$ cat config.mk
export PLATFORM = sky130hd
export DESIGN_NAME = block_nees_accumulator
export DESIGN_NICKNAME = d
export VERILOG_FILES = /design/src/hw/rtl/nees_pkg.sv /design/src/hw/rtl/nees_div.sv /design/src/hw/rtl/nees_dp.sv /design/src/hw/rtl/nees_ctrl.sv /design/src/hw/rtl/block_nees_accumulator.sv
export SDC_FILE = /design/constraint.sdc
export NUM_CORES = 2
export LEC_CHECK = 0
export BUFFER_PORTS_ARGS = -buffer_cell sky130_fd_sc_hd__buf_4
export CAP_MARGIN = 25
export CELL_PAD_IN_SITES_DETAIL_PLACEMENT = 1
export CELL_PAD_IN_SITES_GLOBAL_PLACEMENT = 2
export CORE_MARGIN = 5
export CORE_UTILIZATION = 40
export DETAILED_ROUTE_END_ITERATION = 7
export GPL_TIMING_DRIVEN = 0
export HOLD_SLACK_MARGIN = 0.06
export PLACE_DENSITY = 0.74
export SLEW_MARGIN = 20
export SYNTH_ARGS = -nofsm -noshare
export SYNTH_HDL_FRONTEND = slang
export SYNTH_HIERARCHICAL = 1
export SYNTH_SLANG_ARGS = --single-unit
$ cat constraint.sdc
create_clock -name clk -period 40.9 [get_ports clk]
set_input_delay 2.045 -clock clk [delete_from_list [all_inputs] [get_ports clk]]
set_output_delay 2.045 -clock clk [all_outputs]
set_load 0.05 [all_outputs]
$ cat src/hw/rtl/nees_pkg.sv
package nees_pkg;

  localparam int unsigned MW = 40;  // intermediate width (signed, clamp 2^39-1)
  localparam int unsigned VW = 40;
  localparam int unsigned SW = 48;
  localparam int unsigned CW = 32;

  localparam logic [MW-1:0] MID_LIMIT = 40'h7F_FFFF_FFFF;
  localparam logic [VW-1:0] VAL_LIMIT = 40'hFF_FFFF_FFFF;

  // Datapath operation codes
  localparam logic [2:0] OP_NONE = 3'd0;
  localparam logic [2:0] OP_LOAD = 3'd1;
  localparam logic [2:0] OP_DIV  = 3'd2;
  localparam logic [2:0] OP_MSUB = 3'd3;
  localparam logic [2:0] OP_TERM = 3'd4;
  localparam logic [2:0] OP_ACC  = 3'd5;

  // Register file addresses
  localparam logic [3:0] R_E0  = 4'd0;
  localparam logic [3:0] R_E1  = 4'd1;
  localparam logic [3:0] R_E2  = 4'd2;
  localparam logic [3:0] R_A00 = 4'd3;
  localparam logic [3:0] R_A10 = 4'd4;
  localparam logic [3:0] R_A20 = 4'd5;
  localparam logic [3:0] R_A11 = 4'd6;
  localparam logic [3:0] R_A21 = 4'd7;
  localparam logic [3:0] R_A22 = 4'd8;
  localparam logic [3:0] R_L10 = 4'd9;
  localparam logic [3:0] R_L20 = 4'd10;
  localparam logic [3:0] R_L21 = 4'd11;
  localparam logic [3:0] R_Z   = 4'd12;
  localparam logic [3:0] R_ZERO = 4'd13;

  typedef struct packed {
    logic [2:0] op;
    logic [3:0] ra;   // dividend / minuend / term y
    logic [3:0] rb;   // divisor / product operand a
    logic [3:0] rc;   // product operand b
    logic [3:0] rd;   // destination
    logic       chk;  // pivot test on rb before divide
  } nees_cmd_t;

  typedef struct packed {
    logic busy;
    logic piv_ok;
  } nees_sts_t;

endpackage

$ cat src/hw/rtl/nees_div.sv
// Radix-2 restoring divider on magnitudes, one quotient bit a cycle.
module nees_div #(
  parameter int unsigned FRAC_BITS = 16
) (
  input  logic                  clk,
  input  logic                  rst_n,
  input  logic                  start,
  input  logic [nees_pkg::MW-1:0] num_mag,
  input  logic [nees_pkg::MW-1:0] den_mag,
  output logic                  done,
  output logic [nees_pkg::MW+FRAC_BITS-1:0] quo
);
  localparam int unsigned NW = nees_pkg::MW + FRAC_BITS;
  localparam int unsigned CNTW = $clog2(NW + 1);

  logic [NW-1:0]   q_r, q_nxt;
  logic [nees_pkg::MW:0] rem_r, rem_nxt;
  logic [nees_pkg::MW-1:0] den_r, den_nxt;
  logic [CNTW-1:0] cnt_r, cnt_nxt;
  logic            run_r, run_nxt, done_r, done_nxt;
  logic [nees_pkg::MW:0] trial;

  always_comb begin
    q_nxt = q_r; rem_nxt = rem_r; den_nxt = den_r; cnt_nxt = cnt_r;
    run_nxt = run_r; done_nxt = 1'b0;
    trial = '0;
    if (start) begin
      q_nxt = {num_mag, {FRAC_BITS{1'b0}}};
      rem_nxt = '0; den_nxt = den_mag;
      cnt_nxt = CNTW'(NW); run_nxt = 1'b1;
    end else if (run_r) begin
      trial = {rem_r[nees_pkg::MW-1:0], q_r[NW-1]};
      if (trial >= {1'b0, den_r}) begin
        rem_nxt = trial - {1'b0, den_r};
        q_nxt = {q_r[NW-2:0], 1'b1};
      end else begin
        rem_nxt = trial;
        q_nxt = {q_r[NW-2:0], 1'b0};
      end
      cnt_nxt = cnt_r - 1'b1;
      if (cnt_r == CNTW'(1)) begin
        run_nxt = 1'b0; done_nxt = 1'b1;
      end
    end
  end

  always_ff @(posedge clk) begin
    if (!rst_n) begin
      run_r <= 1'b0; done_r <= 1'b0; cnt_r <= '0;
    end else begin
      run_r <= run_nxt; done_r <= done_nxt; cnt_r <= cnt_nxt;
    end
    q_r <= q_nxt; rem_r <= rem_nxt; den_r <= den_nxt;
  end

  assign done = done_r;
  assign quo  = q_r;
endmodule

$ cat src/hw/rtl/nees_dp.sv
// Datapath: register file, one shared multiplier and one shared divider.
module nees_dp #(
  parameter int unsigned NUM_GROUPS = 5,
  parameter int unsigned FRAC_BITS  = 16
) (
  input  logic                 clk,
  input  logic                 rst_n,
  input  nees_pkg::nees_cmd_t  cmd,
  output nees_pkg::nees_sts_t  sts,
  input  logic [15:0]          tol,
  input  logic [2:0]           in_group,
  input  logic [287:0]         in_words,
  output logic [nees_pkg::VW-1:0] nees_value,
  output logic [nees_pkg::SW-1:0] group_total,
  output logic [nees_pkg::CW-1:0] sample_total,
  output logic                 pivot_dropped,
  output logic                 saturated
);
  localparam int unsigned MW = nees_pkg::MW;
  localparam int unsigned NW = MW + FRAC_BITS;
  localparam int unsigned GW = (NUM_GROUPS > 1) ? $clog2(NUM_GROUPS) : 1;

  logic signed [MW-1:0] rf_r [0:13];
  logic signed [MW+2:0] qacc_r;
  logic [2:0]  grp_r;
  logic        drop_r, sat_r;
  logic [nees_pkg::SW-1:0] sums_r [0:NUM_GROUPS-1];
  logic [nees_pkg::CW-1:0] cnt_r;
  logic [nees_pkg::VW-1:0] val_r;
  logic [nees_pkg::SW-1:0] tot_r;
  logic        div_busy_r, msub_ph_r;
  logic [MW-1:0] prod_r;     // registered product magnitude (clamped)
  logic        prod_neg_r;

  // Operand selection
  logic signed [MW-1:0] opa, opb, opc;
  assign opa = rf_r[cmd.ra];
  assign opb = rf_r[cmd.rb];
  assign opc = rf_r[cmd.rc];

  function automatic logic [MW-1:0] magf(input logic signed [MW-1:0] v);
    return v[MW-1] ? MW'(-v) : MW'(v);
  endfunction

  // Pivot test on the divisor
  logic [MW-1:0] bmag;
  assign bmag = magf(opb);
  assign sts.piv_ok = (bmag != '0) && (bmag >= MW'(tol));

  // Divider
  logic div_start, div_done;
  logic [NW-1:0] div_q;
  assign div_start = (cmd.op == nees_pkg::OP_DIV) && !div_busy_r && sts.piv_ok;
  nees_div #(.FRAC_BITS(FRAC_BITS)) u_div (
    .clk, .rst_n, .start(div_start), .num_mag(magf(opa)), .den_mag(bmag),
    .done(div_done), .quo(div_q)
  );

  // Multiplier on magnitudes: 40x40 split into 20-bit halves, four partial
  // products summed on successive cycles, then a write-back step.
  logic [1:0]  mph_r;
  logic [2*MW-1:0] macc_r;
  logic [MW/2-1:0] mx, my;
  logic [MW-1:0]   pp;
  logic [MW-1:0]   mam, mbm;
  logic        mul_op, mul_neg;
  assign mul_op = (cmd.op == nees_pkg::OP_MSUB) || (cmd.op == nees_pkg::OP_TERM);
  assign mam = (cmd.op == nees_pkg::OP_TERM) ? magf(opa) : magf(opb);
  assign mbm = (cmd.op == nees_pkg::OP_TERM) ? magf(rf_r[nees_pkg::R_Z]) : magf(opc);
  assign mul_neg = (cmd.op == nees_pkg::OP_TERM) ? (opa[MW-1] ^ rf_r[nees_pkg::R_Z][MW-1])
                                                 : (opb[MW-1] ^ opc[MW-1]);
  assign mx = mph_r[0] ? mam[MW-1:MW/2] : mam[MW/2-1:0];
  assign my = mph_r[1] ? mbm[MW-1:MW/2] : mbm[MW/2-1:0];
  assign pp = mx * my;

  logic [2*MW-1:0] pp_sh, full;
  always_comb begin
    case (mph_r)
      2'd0:    pp_sh = (2*MW)'(pp);
      2'd3:    pp_sh = {pp, {MW{1'b0}}};
      default: pp_sh = (2*MW)'({pp, {(MW/2){1'b0}}});
    endcase
  end
  assign full = macc_r + pp_sh;

  // Scaled and clamped product
  logic [2*MW-1:0] shp;
  logic [MW-1:0]   plim;
  logic            pclamp;
  logic [MW-1:0]   pres;
  assign shp = full >> FRAC_BITS;
  assign plim = (cmd.op == nees_pkg::OP_TERM) ? nees_pkg::VAL_LIMIT : nees_pkg::MID_LIMIT;
  assign pclamp = (shp[2*MW-1:MW] != '0) || (shp[MW-1:0] > plim);
  assign pres = pclamp ? plim : shp[MW-1:0];

  // Subtraction and clamp for MSUB
  logic signed [MW+1:0] diff;
  logic signed [MW+1:0] pmax;
  logic signed [MW-1:0] dclamp;
  logic        dsat;
  assign pmax = (MW+2)'(nees_pkg::MID_LIMIT);
  assign diff = (MW+2)'(opa) - (prod_neg_r ? -(MW+2)'($signed({1'b0, prod_r}))
                                            :  (MW+2)'($signed({1'b0, prod_r})));
  always_comb begin
    dsat = 1'b0;
    dclamp = MW'(diff);
    if (diff > pmax) begin
      dclamp = MW'(pmax); dsat = 1'b1;
    end else if (diff < -pmax) begin
      dclamp = MW'(-pmax); dsat = 1'b1;
    end
  end

  // Divider result, clamped to the intermediate limit
  logic [MW-1:0] dq;
  logic          dqsat;
  assign dqsat = (div_q[NW-1:MW] != '0) || (div_q[MW-1:0] > nees_pkg::MID_LIMIT);
  assign dq = dqsat ? nees_pkg::MID_LIMIT : div_q[MW-1:0];

  logic div_neg_r;
  logic [GW-1:0] gi;
  logic          gvalid;
  logic [nees_pkg::SW:0] tsum;
  logic [nees_pkg::VW-1:0] vq;
  logic          vsat;
  assign gi = GW'(grp_r);
  assign gvalid = {29'd0, grp_r} < NUM_GROUPS;
  always_comb begin
    vsat = 1'b0;
    if (qacc_r[MW+2]) begin
      vq = '0; vsat = 1'b1;
    end else if (qacc_r[MW+1:MW] != '0) begin
      vq = nees_pkg::VAL_LIMIT; vsat = 1'b1;
    end else begin
      vq = qacc_r[MW-1:0];
    end
  end
  assign tsum = {1'b0, sums_r[gi]} + {{(nees_pkg::SW-nees_pkg::VW+1){1'b0}}, vq};

  // Busy until the divide finishes or the product is written back
  logic busy_c;
  always_comb begin
    busy_c = 1'b0;
    if (cmd.op == nees_pkg::OP_DIV && sts.piv_ok && !div_done) busy_c = 1'b1;
    if (mul_op && !msub_ph_r) busy_c = 1'b1;
  end
  assign sts.busy = busy_c;

  always_ff @(posedge clk) begin
    if (!rst_n) begin
      div_busy_r <= 1'b0; mph_r <= '0; msub_ph_r <= 1'b0;
      cnt_r <= '0;
      for (int i = 0; i < NUM_GROUPS; i++) sums_r[i] <= '0;
    end else begin
      // Divider control
      if (div_start) begin
        div_busy_r <= 1'b1;
        div_neg_r <= opa[MW-1] ^ opb[MW-1];
      end
      if (div_done) div_busy_r <= 1'b0;
      // Multiplier sequencing; fourth step writes the product register
      if (mul_op && !msub_ph_r) begin
        if (mph_r == 2'd0) macc_r <= (2*MW)'(pp);
        else macc_r <= full;
        mph_r <= mph_r + 1'b1;
        if (mph_r == 2'd3) begin
          prod_r <= pres; prod_neg_r <= mul_neg;
          if (pclamp) sat_r <= 1'b1;
          msub_ph_r <= 1'b1;
        end
      end else if (msub_ph_r) begin
        msub_ph_r <= 1'b0; mph_r <= '0;
        if (cmd.op == nees_pkg::OP_MSUB) begin
          rf_r[cmd.rd] <= dclamp;
          if (dsat) sat_r <= 1'b1;
        end else begin
          qacc_r <= qacc_r + (prod_neg_r ? -(MW+3)'({1'b0, prod_r})
                                         :  (MW+3)'({1'b0, prod_r}));
        end
      end
      // Division write-back, or zero on a dropped pivot
      if (cmd.op == nees_pkg::OP_DIV && !div_busy_r && !sts.piv_ok) begin
        rf_r[cmd.rd] <= '0; drop_r <= 1'b1;
      end
      if (div_done) begin
        rf_r[cmd.rd] <= div_neg_r ? -$signed(dq) : $signed(dq);
        if (dqsat) sat_r <= 1'b1;
      end
      // Accumulate and publish the result
      if (cmd.op == nees_pkg::OP_ACC) begin
        val_r <= vq;
        if (vsat || (gvalid && tsum[nees_pkg::SW])) sat_r <= 1'b1;
        if (!gvalid) begin
          tot_r <= '0;
        end else if (tsum[nees_pkg::SW]) begin
          sums_r[gi] <= '1; tot_r <= '1;
        end else begin
          sums_r[gi] <= tsum[nees_pkg::SW-1:0];
          tot_r <= tsum[nees_pkg::SW-1:0];
        end
        if (gvalid && {29'd0, grp_r} == NUM_GROUPS - 1 && cnt_r != '1)
          cnt_r <= cnt_r + 1'b1;
      end
    end
    if (cmd.op == nees_pkg::OP_LOAD) begin
      for (int i = 0; i < 9; i++)
        rf_r[i] <= MW'($signed(in_words[32*i +: 32]));
      rf_r[nees_pkg::R_ZERO] <= '0;
      grp_r <= in_group; drop_r <= 1'b0; sat_r <= 1'b0; qacc_r <= '0;
    end
  end

  assign nees_value = val_r;
  assign group_total = tot_r;
  assign sample_total = cnt_r;
  assign pivot_dropped = drop_r;
  assign saturated = sat_r;
endmodule

$ cat src/hw/rtl/nees_ctrl.sv
// Sequencer: steps through the LDLT program, one command at a time.
module nees_ctrl (
  input  logic                clk,
  input  logic                rst_n,
  input  logic                in_fire,
  input  logic                out_free,
  output logic                in_ready,
  output logic                out_load,
  output nees_pkg::nees_cmd_t cmd,
  input  nees_pkg::nees_sts_t sts
);
  localparam logic [1:0] S_IDLE = 2'd0;
  localparam logic [1:0] S_RUN  = 2'd1;
  localparam logic [1:0] S_WAIT = 2'd2;

  logic [1:0] state_r, state_nxt;
  logic [4:0] pc_r, pc_nxt;
  localparam logic [4:0] LAST = 5'd17;

  function automatic nees_pkg::nees_cmd_t prog(input logic [4:0] pc);
    nees_pkg::nees_cmd_t c;
    c = '{op: nees_pkg::OP_NONE, ra: '0, rb: '0, rc: '0, rd: '0, chk: 1'b0};
    case (pc)
      5'd0:  c = '{nees_pkg::OP_LOAD, 4'd0, 4'd0, 4'd0, 4'd0, 1'b0};
      5'd1:  c = '{nees_pkg::OP_DIV,  nees_pkg::R_A10, nees_pkg::R_A00, 4'd0, nees_pkg::R_L10, 1'b1};
      5'd2:  c = '{nees_pkg::OP_DIV,  nees_pkg::R_A20, nees_pkg::R_A00, 4'd0, nees_pkg::R_L20, 1'b1};
      5'd3:  c = '{nees_pkg::OP_MSUB, nees_pkg::R_A11, nees_pkg::R_L10, nees_pkg::R_A10, nees_pkg::R_A11, 1'b0};
      5'd4:  c = '{nees_pkg::OP_MSUB, nees_pkg::R_A21, nees_pkg::R_L20, nees_pkg::R_A10, nees_pkg::R_A21, 1'b0};
      5'd5:  c = '{nees_pkg::OP_DIV,  nees_pkg::R_A21, nees_pkg::R_A11, 4'd0, nees_pkg::R_L21, 1'b1};
      5'd6:  c = '{nees_pkg::OP_MSUB, nees_pkg::R_A22, nees_pkg::R_L20, nees_pkg::R_A20, nees_pkg::R_A22, 1'b0};
      5'd7:  c = '{nees_pkg::OP_MSUB, nees_pkg::R_A22, nees_pkg::R_L21, nees_pkg::R_A21, nees_pkg::R_A22, 1'b0};
      5'd8:  c = '{nees_pkg::OP_MSUB, nees_pkg::R_E1, nees_pkg::R_L10, nees_pkg::R_E0, nees_pkg::R_E1, 1'b0};
      5'd9:  c = '{nees_pkg::OP_MSUB, nees_pkg::R_E2, nees_pkg::R_L20, nees_pkg::R_E0, nees_pkg::R_E2, 1'b0};
      5'd10: c = '{nees_pkg::OP_MSUB, nees_pkg::R_E2, nees_pkg::R_L21, nees_pkg::R_E1, nees_pkg::R_E2, 1'b0};
      5'd11: c = '{nees_pkg::OP_DIV,  nees_pkg::R_E0, nees_pkg::R_A00, 4'd0, nees_pkg::R_Z, 1'b1};
      5'd12: c = '{nees_pkg::OP_TERM, nees_pkg::R_E0, 4'd0, 4'd0, 4'd0, 1'b0};
      5'd13: c = '{nees_pkg::OP_DIV,  nees_pkg::R_E1, nees_pkg::R_A11, 4'd0, nees_pkg::R_Z, 1'b1};
      5'd14: c = '{nees_pkg::OP_TERM, nees_pkg::R_E1, 4'd0, 4'd0, 4'd0, 1'b0};
      5'd15: c = '{nees_pkg::OP_DIV,  nees_pkg::R_E2, nees_pkg::R_A22, 4'd0, nees_pkg::R_Z, 1'b1};
      5'd16: c = '{nees_pkg::OP_TERM, nees_pkg::R_E2, 4'd0, 4'd0, 4'd0, 1'b0};
      5'd17: c = '{nees_pkg::OP_ACC,  4'd0, 4'd0, 4'd0, 4'd0, 1'b0};
      default: c = '{nees_pkg::OP_NONE, 4'd0, 4'd0, 4'd0, 4'd0, 1'b0};
    endcase
    return c;
  endfunction

  logic running;
  assign running = (state_r == S_RUN);
  assign in_ready = (state_r == S_IDLE);

  always_comb begin
    cmd = running ? prog(pc_r) : prog(5'd31);
    if (state_r == S_IDLE && in_fire) cmd = prog(5'd0);
  end

  always_comb begin
    state_nxt = state_r; pc_nxt = pc_r; out_load = 1'b0;
    case (state_r)
      S_IDLE: if (in_fire) begin
        state_nxt = S_RUN; pc_nxt = 5'd1;
      end
      S_RUN: if (!sts.busy) begin
        if (pc_r == LAST) state_nxt = S_WAIT;
        else pc_nxt = pc_r + 1'b1;
      end
      S_WAIT: if (out_free) begin
        out_load = 1'b1; state_nxt = S_IDLE;
      end
      default: state_nxt = S_IDLE;
    endcase
  end

  always_ff @(posedge clk) begin
    if (!rst_n) begin
      state_r <= S_IDLE; pc_r <= '0;
    end else begin
      state_r <= state_nxt; pc_r <= pc_nxt;
    end
  end
endmodule

$ cat src/hw/rtl/block_nees_accumulator.sv
// Channel | Dir | tdata fields (low bit first)                      | tuser
// in_     | in  | error_x..z, cov_00,10,20,11,21,22 (32b each, 288b) | group_index
// out_    | out | nees_value 40, group_total 48, sample_total 32     | pivot_dropped, saturated
// cfg_    | in  | pivot_tolerance 16b write-only                     | -
// One request at a time: six divides on the shared bit-serial divider,
// ten products on the shared multiplier, plus load, accumulate and handoff;
// the next request is accepted only after the result is handed off.
// A zero pivot or one below tolerance skips its divide and writes zero.
// Reset (rst_n low, synchronous) clears the group sums, counter and tolerance=1.
// A held result stalls the sequencer before handoff; input waits meanwhile.
module block_nees_accumulator #(
  parameter int unsigned NUM_GROUPS = 5,
  parameter int unsigned FRAC_BITS  = 16
) (
  input  logic         clk,
  input  logic         rst_n,
  input  logic         in_tvalid,
  output logic         in_tready,
  input  logic [287:0] in_tdata,   // error_x, error_y, error_z, cov_00..cov_22
  input  logic [2:0]   in_tuser,   // group_index
  output logic         out_tvalid,
  input  logic         out_tready,
  output logic [119:0] out_tdata,  // nees_value, group_total, sample_total
  output logic [1:0]   out_tuser,  // pivot_dropped, saturated
  input  logic         cfg_we,
  input  logic [15:0]  cfg_wdata   // pivot_tolerance
);
  logic [15:0] tol_r;
  logic        vld_r;
  logic [119:0] od_r;
  logic [1:0]   ou_r;
  logic        out_load, ready_c;
  nees_pkg::nees_cmd_t cmd;
  nees_pkg::nees_sts_t sts;
  logic [39:0] nv; logic [47:0] gt; logic [31:0] st; logic pd, sa;

  nees_ctrl u_ctrl (
    .clk, .rst_n, .in_fire(in_tvalid && ready_c), .out_free(!vld_r || out_tready),
    .in_ready(ready_c), .out_load, .cmd, .sts
  );

  nees_dp #(.NUM_GROUPS(NUM_GROUPS), .FRAC_BITS(FRAC_BITS)) u_dp (
    .clk, .rst_n, .cmd, .sts, .tol(tol_r), .in_group(in_tuser), .in_words(in_tdata),
    .nees_value(nv), .group_total(gt), .sample_total(st),
    .pivot_dropped(pd), .saturated(sa)
  );

  // Configuration register and output register
  always_ff @(posedge clk) begin
    if (!rst_n) begin
      tol_r <= 16'd1; vld_r <= 1'b0;
    end else begin
      if (cfg_we) tol_r <= cfg_wdata;
      if (out_load) vld_r <= 1'b1;
      else if (out_tready) vld_r <= 1'b0;
    end
    if (out_load) begin
      od_r <= {st, gt, nv}; ou_r <= {sa, pd};
    end
  end

  assign in_tready = ready_c;
  assign out_tvalid = vld_r;
  assign out_tdata = od_r;
  assign out_tuser = ou_r;

`ifndef SYNTHESIS
  a_no_load_full: assert property (@(posedge clk) disable iff (!rst_n)
    out_load |-> (!vld_r || out_tready)) else $error("result overwritten");
  a_hold_stalled: assert property (@(posedge clk) disable iff (!rst_n)
    (out_tvalid && !out_tready) |=> (out_tvalid && $stable(out_tdata)))
    else $error("result changed while stalled");
  a_ready_idle: assert property (@(posedge clk) disable iff (!rst_n)
    (in_tvalid && in_tready) |=> !in_tready) else $error("second accept");
`endif
endmodule
==> out/metrics.cfg <==
[run_status]
status = completed

[synthesis]
synth.yosys.warnings = 6
synthCells = 9684
syn_area_per_cell_um2 = 11.4
synth_area_um2 = 111000

[clock_network]
cts_root_buffer = clkbuf_16
clock_path_buffers = 4
clkSinkCount = 1629
clk_pin_slew_ps = 60
cts_buffers = 190
postCtsSetupBuffers = 0
ctsHoldBuffers = 0
clk_latency_ps = 910
post_cts_resized = 0
htreeDepth = 4
cts_tree = built

[cells_and_area]
layout.cells.non_filler = 14400
multi_input_area_um2 = 59900
syn2layout_area_growth_pct = 15.6
fill_cells = 29400
final_util_pct = 46.3
seq_area_um2 = 46600
drive_gt1_share_pct = 18.3
layout.nets = 11600

[timing]
fin_tns_setup_ps = 0
fin_skew_ps = 102
period_needed_ps = 25650
hold_ws_ps = 406
max_slew_margin_pct = 15.5
tightest_slew_ps = 1270
rsz0062_at_grt = false
hold_viol = 0
fmax_mhz = 39.0
fin_crit_sh_pct = 62.7
setup_viol = 0
slew_viol_final = 0

[setup_path]
crit_path_max_incr_delay_ps = 780
worstSetupStartpointType = flip-flop
slowest_stage = buf_1
crit_top_cell = fa_1
worstPathRequired_ps = 41410
endpoint_kind = flip-flop
crit_fanout = 10
cp.arrival_ps = 26160
worstSetupPathType = reg -> reg

[run]
maxCapViolCount = 0

[detailed_routing]
routed_wl_mm = 477
drtAntennaViolNets = 0
via_count = 88300
drt_iter0_drc = 8564
vias_per_cell = 6.11
wire_per_inst_um = 33.0
drt_first_pass_iters = 6
remaining_drc_errors = 0

[placed_design]
place_congestion = 1.01
dpl.cell_count = 14100
hpwlAfterDp_mm = 380
port-buffer-count = 434

[floorplan]
die_w_um = 536
rows = 193
die_area_um2 = 287000
die_h_um = 536
initial_core_util_pct = 40.1
io_pins = 436
core-area_um2 = 276000

[global_route]
grt-ovfl-total = 0
antenna_found_initial = 32
grt_pass1_wl_mm = 675
grt_util_all_layers_pct = 32.5
grt_pass1_vias = 91000
grt_max_degree = 52

[hold_path]
hp-class = reg -> reg

## area by class of cell
cell class	instances	share of cell area (%)
Multi-Input combinational cell	6976	46.8
Inverter	686	2.02
Clock inverter	115	1.06
Antenna cell	22	0.0430
Buffer	536	1.96
Tap cell	3705	3.62
Sequential cell	1629	36.4
Timing Repair Buffer	539	4.02
Clock buffer	235	4.00
## state kept, by name (all words and copies together) (netlist names), 6 cells and up, named ones only
register,flops
u_dp/rf_r,640
u_dp/sums_r,384
out_tdata,120
u_dp/macc_r,80
u_dp/u_div/quo,56
u_dp/group_total,48
u_dp/qacc_r,43
u_dp/nees_value,40
u_dp/prod_r,40
u_dp/u_div/den_r,40
u_dp/u_div/rem_r,40
u_dp/sample_total,32
tol_r,16
u_dp/u_div/cnt_r,6
## per-stage QoR
stage	setup slack [ps]	cell area, µm²
after floorplan	22900	111000
after global placement	15420	119000
after detailed placement	15340	121000
after CTS	15230	128000
after global routing	14360	128000
final	15250	128000
## per-layer routing
layer	vias to the layer above	wire length (µm)	GRT usage [%]
met2	4341	218000	51.7
met4	12	31300	17.8
met1	45600	189000	42.0
li1	37300	-	-
met3	1035	38500	6.01
met5	-	69	0
## path summary, 6_finish.rpt
path / to / depth (start not counted) / slack (ps) / startpoint
worst min register to register: out_tdata[73] / 0 / 410 / u_dp/group_total[33]
worst max register to register: u_dp/prod_r[4] / 75 / 15250 / u_ctrl/state_r[0]
worst max-delay path: u_dp/prod_r[4] / 75 / 15250 / u_ctrl/state_r[0]
worst min-delay path: out_tdata[73] / 0 / 410 / u_dp/group_total[33]
## placed cells by master, fill, tap and decap left out, types with 129 or more instances in the layout
cell and instances:
edfxtp_1 1399, nor2_1 1122, nand2_1 710, inv_1 673, mux4_2 659, buf_4 487
ha_1 430, a21oi_1 415, clkbuf_1 352, o21ai_0 346, fa_1 325, o21a_1 316
xnor2_1 306, dfxtp_1 230, clkbuf_16 194, xor2_1 165, a21o_1 155, conb_1 145
and2_1 129
## critical path, delay by kind of cell, from the launching register on
family                     cells  cell delay, ps
DFF                            1             460
adders and majority gates     10            4530
muxes                          2            1130
and+or+nand+nor               26            6190
xor gates and xnor gates       3            1220
buffers and inverters         19            7030
AOI/OAI and AO/OA             15            4620
Power is not shown: default switching activity piles up to over one toggle a cycle in this logic, so the estimate is an artifact.
